`src/hdl/sct_pkg.sv`:
```
`timescale 1ns / 1ps
// ----------------------------------------------------------------------------
// Shell command tokenizer package
// Limits, character codes, result and lexer state types.
// ----------------------------------------------------------------------------
package sct_pkg;

  // Line and word limits
  localparam int MAX_TOKEN_COUNT = 64;
  localparam int MAX_WORD_BYTES  = 256;
  localparam int WORD_KEEP_LIMIT = ((MAX_WORD_BYTES - 1) > 255) ? 255 : (MAX_WORD_BYTES - 1);
  localparam int TCNT_W          = $clog2(MAX_TOKEN_COUNT + 1);

  // Result burst and queue sizing
  localparam int RES_MAX   = 4;
  localparam int RES_CNT_W = $clog2(RES_MAX + 1);
  localparam int RQ_DEPTH  = 8;
  localparam int RQ_PTR_W  = $clog2(RQ_DEPTH);

  // Character codes
  localparam logic [7:0] CH_BAR    = 8'h7C;
  localparam logic [7:0] CH_AMP    = 8'h26;
  localparam logic [7:0] CH_SEMI   = 8'h3B;
  localparam logic [7:0] CH_GT     = 8'h3E;
  localparam logic [7:0] CH_LT     = 8'h3C;
  localparam logic [7:0] CH_DQUOTE = 8'h22;
  localparam logic [7:0] CH_SQUOTE = 8'h27;
  localparam logic [7:0] CH_BSLASH = 8'h5C;
  localparam logic [7:0] CH_SPACE  = 8'h20;
  localparam logic [7:0] CH_TAB    = 8'h09;
  localparam logic [7:0] CH_CR     = 8'h0D;

  typedef enum logic [1:0] {
    KIND_CHAR     = 2'd0,
    KIND_WORD_END = 2'd1,
    KIND_OP       = 2'd2,
    KIND_LINE_END = 2'd3
  } kind_t;

  typedef enum logic [3:0] {
    OP_PIPE   = 4'd0,
    OP_OR     = 4'd1,
    OP_AND    = 4'd2,
    OP_BG     = 4'd3,
    OP_SEMI   = 4'd4,
    OP_IN     = 4'd5,
    OP_OUT    = 4'd6,
    OP_APPEND = 4'd7,
    OP_BOTH   = 4'd8
  } op_t;

  typedef enum logic [7:0] {
    MODE_NORMAL   = 8'b0000_0001,
    MODE_SQUOTE   = 8'b0000_0010,
    MODE_DQUOTE   = 8'b0000_0100,
    MODE_ESC      = 8'b0000_1000,
    MODE_DQ_ESC   = 8'b0001_0000,
    MODE_PEND_BAR = 8'b0010_0000,
    MODE_PEND_AMP = 8'b0100_0000,
    MODE_PEND_GT  = 8'b1000_0000
  } mode_t;

  typedef struct packed {
    kind_t      kind;
    logic [7:0] data;
    op_t        op;
    logic [7:0] length;
    logic       last;
  } result_t;

  // Results raised by one character, in delivery order
  typedef struct packed {
    result_t [RES_MAX-1:0]  item;
    logic [RES_CNT_W-1:0]   count;
  } res_set_t;

  typedef struct packed {
    mode_t             mode;
    logic [7:0]        wlen;
    logic [TCNT_W-1:0] tcnt;
  } lex_state_t;

endpackage

```
`src/hdl/sct_result_fifo.sv`:
```
`timescale 1ns / 1ps
// ----------------------------------------------------------------------------
// Shell command tokenizer result queue
// Takes a burst of up to four results in one cycle; one leaves a cycle on pop.
// ----------------------------------------------------------------------------
module sct_result_fifo (
  input  logic                clk,
  input  logic                rst,
  input  logic                push,
  input  sct_pkg::res_set_t   push_set,
  input  logic                pop,
  output logic                room,
  output logic                head_valid,
  output sct_pkg::result_t    head
);

  sct_pkg::result_t                slots [sct_pkg::RQ_DEPTH];
  logic [sct_pkg::RQ_PTR_W-1:0]    rd_ptr;
  logic [sct_pkg::RQ_PTR_W-1:0]    wr_ptr;
  logic [sct_pkg::RQ_PTR_W:0]      count;
  logic [sct_pkg::RES_CNT_W-1:0]   push_n;
  logic                            pop_en;

  assign push_n     = push ? push_set.count : '0;
  assign head_valid = (count != '0);
  assign pop_en     = pop && head_valid;
  assign head       = slots[rd_ptr];

  // Room flags a new burst only while a whole one fits; push is not gated on it
  assign room = (count <= (sct_pkg::RQ_PTR_W+1)'(sct_pkg::RQ_DEPTH - sct_pkg::RES_MAX));

  // Advance pointers and occupancy
  always_ff @(posedge clk) begin
    if (rst) begin
      rd_ptr <= '0;
      wr_ptr <= '0;
      count  <= '0;
    end else begin
      wr_ptr <= wr_ptr + sct_pkg::RQ_PTR_W'(push_n);
      if (pop_en) rd_ptr <= rd_ptr + 1'b1;
      count <= count + (sct_pkg::RQ_PTR_W+1)'(push_n) - (sct_pkg::RQ_PTR_W+1)'(pop_en);
    end
  end

  // Write the burst into consecutive slots
  always_ff @(posedge clk) begin
    for (int i = 0; i < sct_pkg::RES_MAX; i++) begin
      if (sct_pkg::RES_CNT_W'(i) < push_n) begin
        slots[wr_ptr + sct_pkg::RQ_PTR_W'(i)] <= push_set.item[i];
      end
    end
  end

endmodule

```
`config.mk`:
```
export PLATFORM = sky130hd
export DESIGN_NAME = sct_result_fifo
export DESIGN_NICKNAME = d
export VERILOG_FILES = /design/src/hdl/sct_pkg.sv /design/src/hdl/sct_result_fifo.sv
export SDC_FILE = /design/constraint.sdc
export NUM_CORES = 1
export LEC_CHECK = 0
export BUFFER_PORTS_ARGS = -buffer_cell sky130_fd_sc_hd__buf_2
export CAP_MARGIN = 20
export CORE_MARGIN = 2
export CORE_UTILIZATION = 25
export DETAILED_ROUTE_END_ITERATION = 7
export GPL_ROUTABILITY_DRIVEN = 0
export HOLD_SLACK_MARGIN = 0.1
export SLEW_MARGIN = 20
export SYNTH_ARGS = -nofsm -noshare
export SYNTH_HDL_FRONTEND = slang
export SYNTH_SLANG_ARGS = --single-unit
```
`constraint.sdc`:
```
create_clock -name clk -period 5.8 [get_ports clk]
set_input_delay 0.87 -clock clk [delete_from_list [all_inputs] [get_ports clk]]
set_output_delay 0.87 -clock clk [all_outputs]
set_load 0.01 [all_outputs]
```
-- Word-level counts from Yosys, hierarchy flattened
Memory sizes are Yosys's and may differ from the RTL's. A register that Yosys moved wholly into a read port is not among the register bits.
Index checks and enable logic that the tools add are counted.
- logic and storage cells: 29
- output and inout bits: 25
- RAM bits: 184
- memories: 1
- input bits: 99
- register bits: 10
- memory list (name ; depth ; width ; rd ports ; clocked after Yosys merged registers in ; wr ports ; RTL line ; text):
    slots ; 8 ; 23 ; 1 ; 1 ; 4 ; sct_result_fifo.sv:17 ; sct_pkg::result_t slots [sct_pkg::RQ_DEPTH];
- add/sub/neg operators: 7
- mux-type cells: 11
- magnitude comparators: 5
- reductions and logical operators: 2
- operators by type and width (cell ; number):
    $mux W3 ; 3
    $mux W1 ; 8
    $add A3 B1 Y3 const B ; 2
    $add A3 B2 Y3 const B ; 2
    $lt A1 B3 Y1 const A ; 2
    $lt A2 B3 Y1 const A ; 2
    $add A4 B3 Y4 ; 1
    $le A4 B3 Y1 const B ; 1
    $reduce_bool A4 Y1 ; 1
    $sub A4 B1 Y4 ; 1
    $add A3 B3 Y3 ; 1
    $logic_and A1 B1 Y1 ; 1

-- Depth between registers and ports, before layout
- depth after elaboration: 4
- mapped depth: 10
- gate-level depth less buffers: 9

-- Least setup slack after synthesis
No wires, ideal clock.
- kind: in2reg
- start point: in push
- end point: mem slots[0][0] in the netlist's numbering, enable pin
- stages on the path: 4
- arrival time: 4.189 ns
- data required time: 5.315 ns
- buffers on the path: 1
- setup slack: 1.126 ns
- library setup time: 0.485 ns
- cell sequence: buf_2 and2b_1 o21ai_0 o311ai_0
- RTL lines (what ; RTL line ; text):
    from (decl) ; sct_result_fifo.sv:9 ; input logic push,
    to (decl) ; sct_result_fifo.sv:17 ;

==> run summary <==
RSZ-0062 raised after global routing: false
vias in the first global route: 11599
# IOs: 124
run status: finished clean
clk sinks: 197
required time worst endpoint: 6.00 ns
fmax: 225 MHz
initial antenna violation count: 10
final setup TNS: 0 ns
Core Area: 50100 µm²
final-layout fill cell count: 5271
Final Max Tran Viols: 0
Post-DRT Antenna Nets: 0
Final Cycle Share: 76.5%
Max IR drop VDD: 0.227 mV
Min Clock Period, post-route: 4.44 ns
DRC: 0
post-cts sizing count: 0
crit path capture type: register
most frequent cells in the layout: nand2_1, edfxtp_1, a31oi_1, o22ai_1, buf_2
Hold Buf Count CTS: 0
synthesized area per cell: 9.41 µm²
CTS tree: done
starting density of the core: 25.2%
clk root buf: clkbuf_16
share of cells above drive strength 1: 22.0%
# rows: 82
fin nets: 1434
synth unique cells: 48
Post-synth EDFFs: 184
Pwr per Cell Area: 322 nW/µm²
Syn. warnings: 0
Pre-antenna DRT Iters: 7
Die Y: 229 µm
synthesized instance count: 1343
Top FF cell, synth: edfxtp_1
Seq/Total Area, Yosys: 45.8%
Mapped Nets: 1453
total track usage: 18.5%
Via density: 5.82
largest net degree at the start of global routing: 47
clk buf depth: 2
critical path cell sequence: inv_1 > ha_1 > nor4bb_1 > nand2_1 > buf_4 > and2_1 > nand3_1 > buf_4
Worst-Margin Slew: 1.17 ns
slowest CP cell: and2_1
Post-Synthesis Cell Area: 12600 µm²
Reg clk slew, reported paths: 0.08 ns
worst relative slew slack: 21.7%
max incr delay on CP: 0.93 ns
DR iter-0 viols: 1726
Post-CTS Repair Setup Buffers: 0
leakage power: 4.97 nW
IO buf count: 123
die width: 229 µm
clock skew: 0.00934 ns
first-pass GRT wire length: 73600 µm
CP top delay family: simple AND/OR/NAND/NOR gates
global route total overflow: 0
final wirelength: 49300 µm
DP HPWL: 32100 µm
clk_lat worst skew: 0.46 ns
Crit Path Class: reg -> reg
worst path buffer plus inverter count: 3
Die Area: 52400 µm²
HP Class: reg -> reg
Async SR Flop Fraction: 0%
Tot Pwr: 0.00460 W
via count: 11725
register bit total from synthesis: 197
DR WL/cell: 24.5 µm
max-cap viol count: 0
H-tree depth: 4
CP startpoint kind: register
final setup fails: 0
most frequent standard cell in the layout excluding fill and tap cells: nand2_1
CP arrival: 4.64 ns
CP dominant cell by count: buf_4
crit path max fanout: 25
CTS Buf Count: 17
Final Hold Fails: 0
P&R area growth vs syn: 13.0%
[registers in the layout (all words and copies together), names as in the netlist, named ones only]
name,flops
count,4
rd_ptr,3
slots,184
wr_ptr,3
[cells in the mapped netlist, drive strengths merged, types with 4 or more instances]
| master | n | share of area, % |
|---|---|---|
| o211ai | 4 | 0.24 |
| mux2 | 24 | 2.1 |
| ha | 9 | 0.89 |
| a31oi | 176 | 8.7 |
| inv | 14 | 0.42 |
| nand4 | 12 | 0.59 |
| mux2i | 6 | 0.48 |
| nor2 | 15 | 0.45 |
| nor4 | 5 | 0.51 |
| nand3 | 14 | 0.55 |
| nand2 | 369 | 11 |
| clkbuf | 106 | 3.2 |
| o22ai | 175 | 8.7 |
| and2 | 7 | 0.35 |
| mux4 | 46 | 8.2 |
| a21oi | 5 | 0.23 |
| nor3 | 8 | 0.40 |
| dfxtp | 13 | 2.1 |
| xnor2 | 6 | 0.48 |
| edfxtp | 184 | 44 |
| buf | 103 | 3.9 |
| or3 | 6 | 0.30 |
| a222oi | 6 | 0.48 |
| xor2 | 5 | 0.41 |
[worst reg2reg max path: stages (launching register included)]
cell	delay, ns
dfxtp_1	0.56
inv_1	0.23
ha_1	0.72
nor4bb_1	0.18
nand2_1	0.11
buf_4	0.33
and2_1	0.93
nand3_1	0.67
buf_4	0.43
[stage by stage]
step / setup WS (ns) / instances / area [µm²] / utilization [%] / hold WS, ns
after floorplan: 1.13 / 1343 / 12600 / - / 0.462
after global placement: 1.45 / 1974 / 13600 / 27.2 / 0.474
after detailed placement: 1.36 / 1975 / 13600 / 27.2 / 0.498
after CTS: 1.47 / 2007 / 14200 / 28.4 / 0.516
after global routing: 1.10 / 2012 / 14300 / 28.5 / 0.555
final: 1.36 / 2013 / 14300 / 28.5 / 0.506
[routing by layer]
layer / track usage, % / vias to the layer above / wire length, µm
met2: 30.7 / 884 / 23300
li1: - / 5002 / -
met5: 0 / - / 73
met4: 8.99 / 12 / 2370
met1: 22.0 / 5632 / 18300
met3: 5.21 / 195 / 5280
[power breakdown]
group          total [W]  internal [W]  leakage, nW  switching [W]
clock            0.00123      0.000647        0.291       0.000587
combinational    0.00148      0.000618         2.87       0.000864
sequential       0.00189       0.00180         1.81      0.0000910
[area by class of cell]
| type | instances | area [µm²] | share of cell area, % |
|---|---|---|---|
| Antenna cell | 4 | 10.0 | 0.0701 |
| Clock buffer | 17 | 425 | 2.98 |
| Clock inverter | 15 | 168 | 1.17 |
| Inverter | 14 | 52.6 | 0.368 |
| Multi-Input combinational cell | 923 | 5980 | 41.9 |
| Sequential cell | 197 | 5790 | 40.5 |
| Tap cell | 672 | 841 | 5.89 |
| Timing Repair Buffer | 171 | 1010 | 7.08 |
[path summary, 6_finish.rpt]
path,slack (ns),cells after the start,to,start
setup reg to reg,1.36,8,slots[3][8],wr_ptr[1]
hold reg to reg,0.51,2,rd_ptr[1],rd_ptr[1]
setup / recovery,1.36,8,slots[3][8],wr_ptr[1]
hold / removal,0.51,2,rd_ptr[1],rd_ptr[1]
[cell families (layout without fill, tap and decap cells)]
family | count (synthesis) | after routing | share of synthesized area, %
compound gates | 376 | 376 | 19.0
fa+ha+maj | 11 | 11 | 1.21
xor+xnor | 11 | 11 | 0.881
mux | 76 | 76 | 10.8
flops | 197 | 197 | 45.8
buf+inv | 223 | 217 | 7.50
other cells | 0 | 4 | 0
simple gates | 449 | 449 | 14.8
Power figures use the tool's default switching activity.
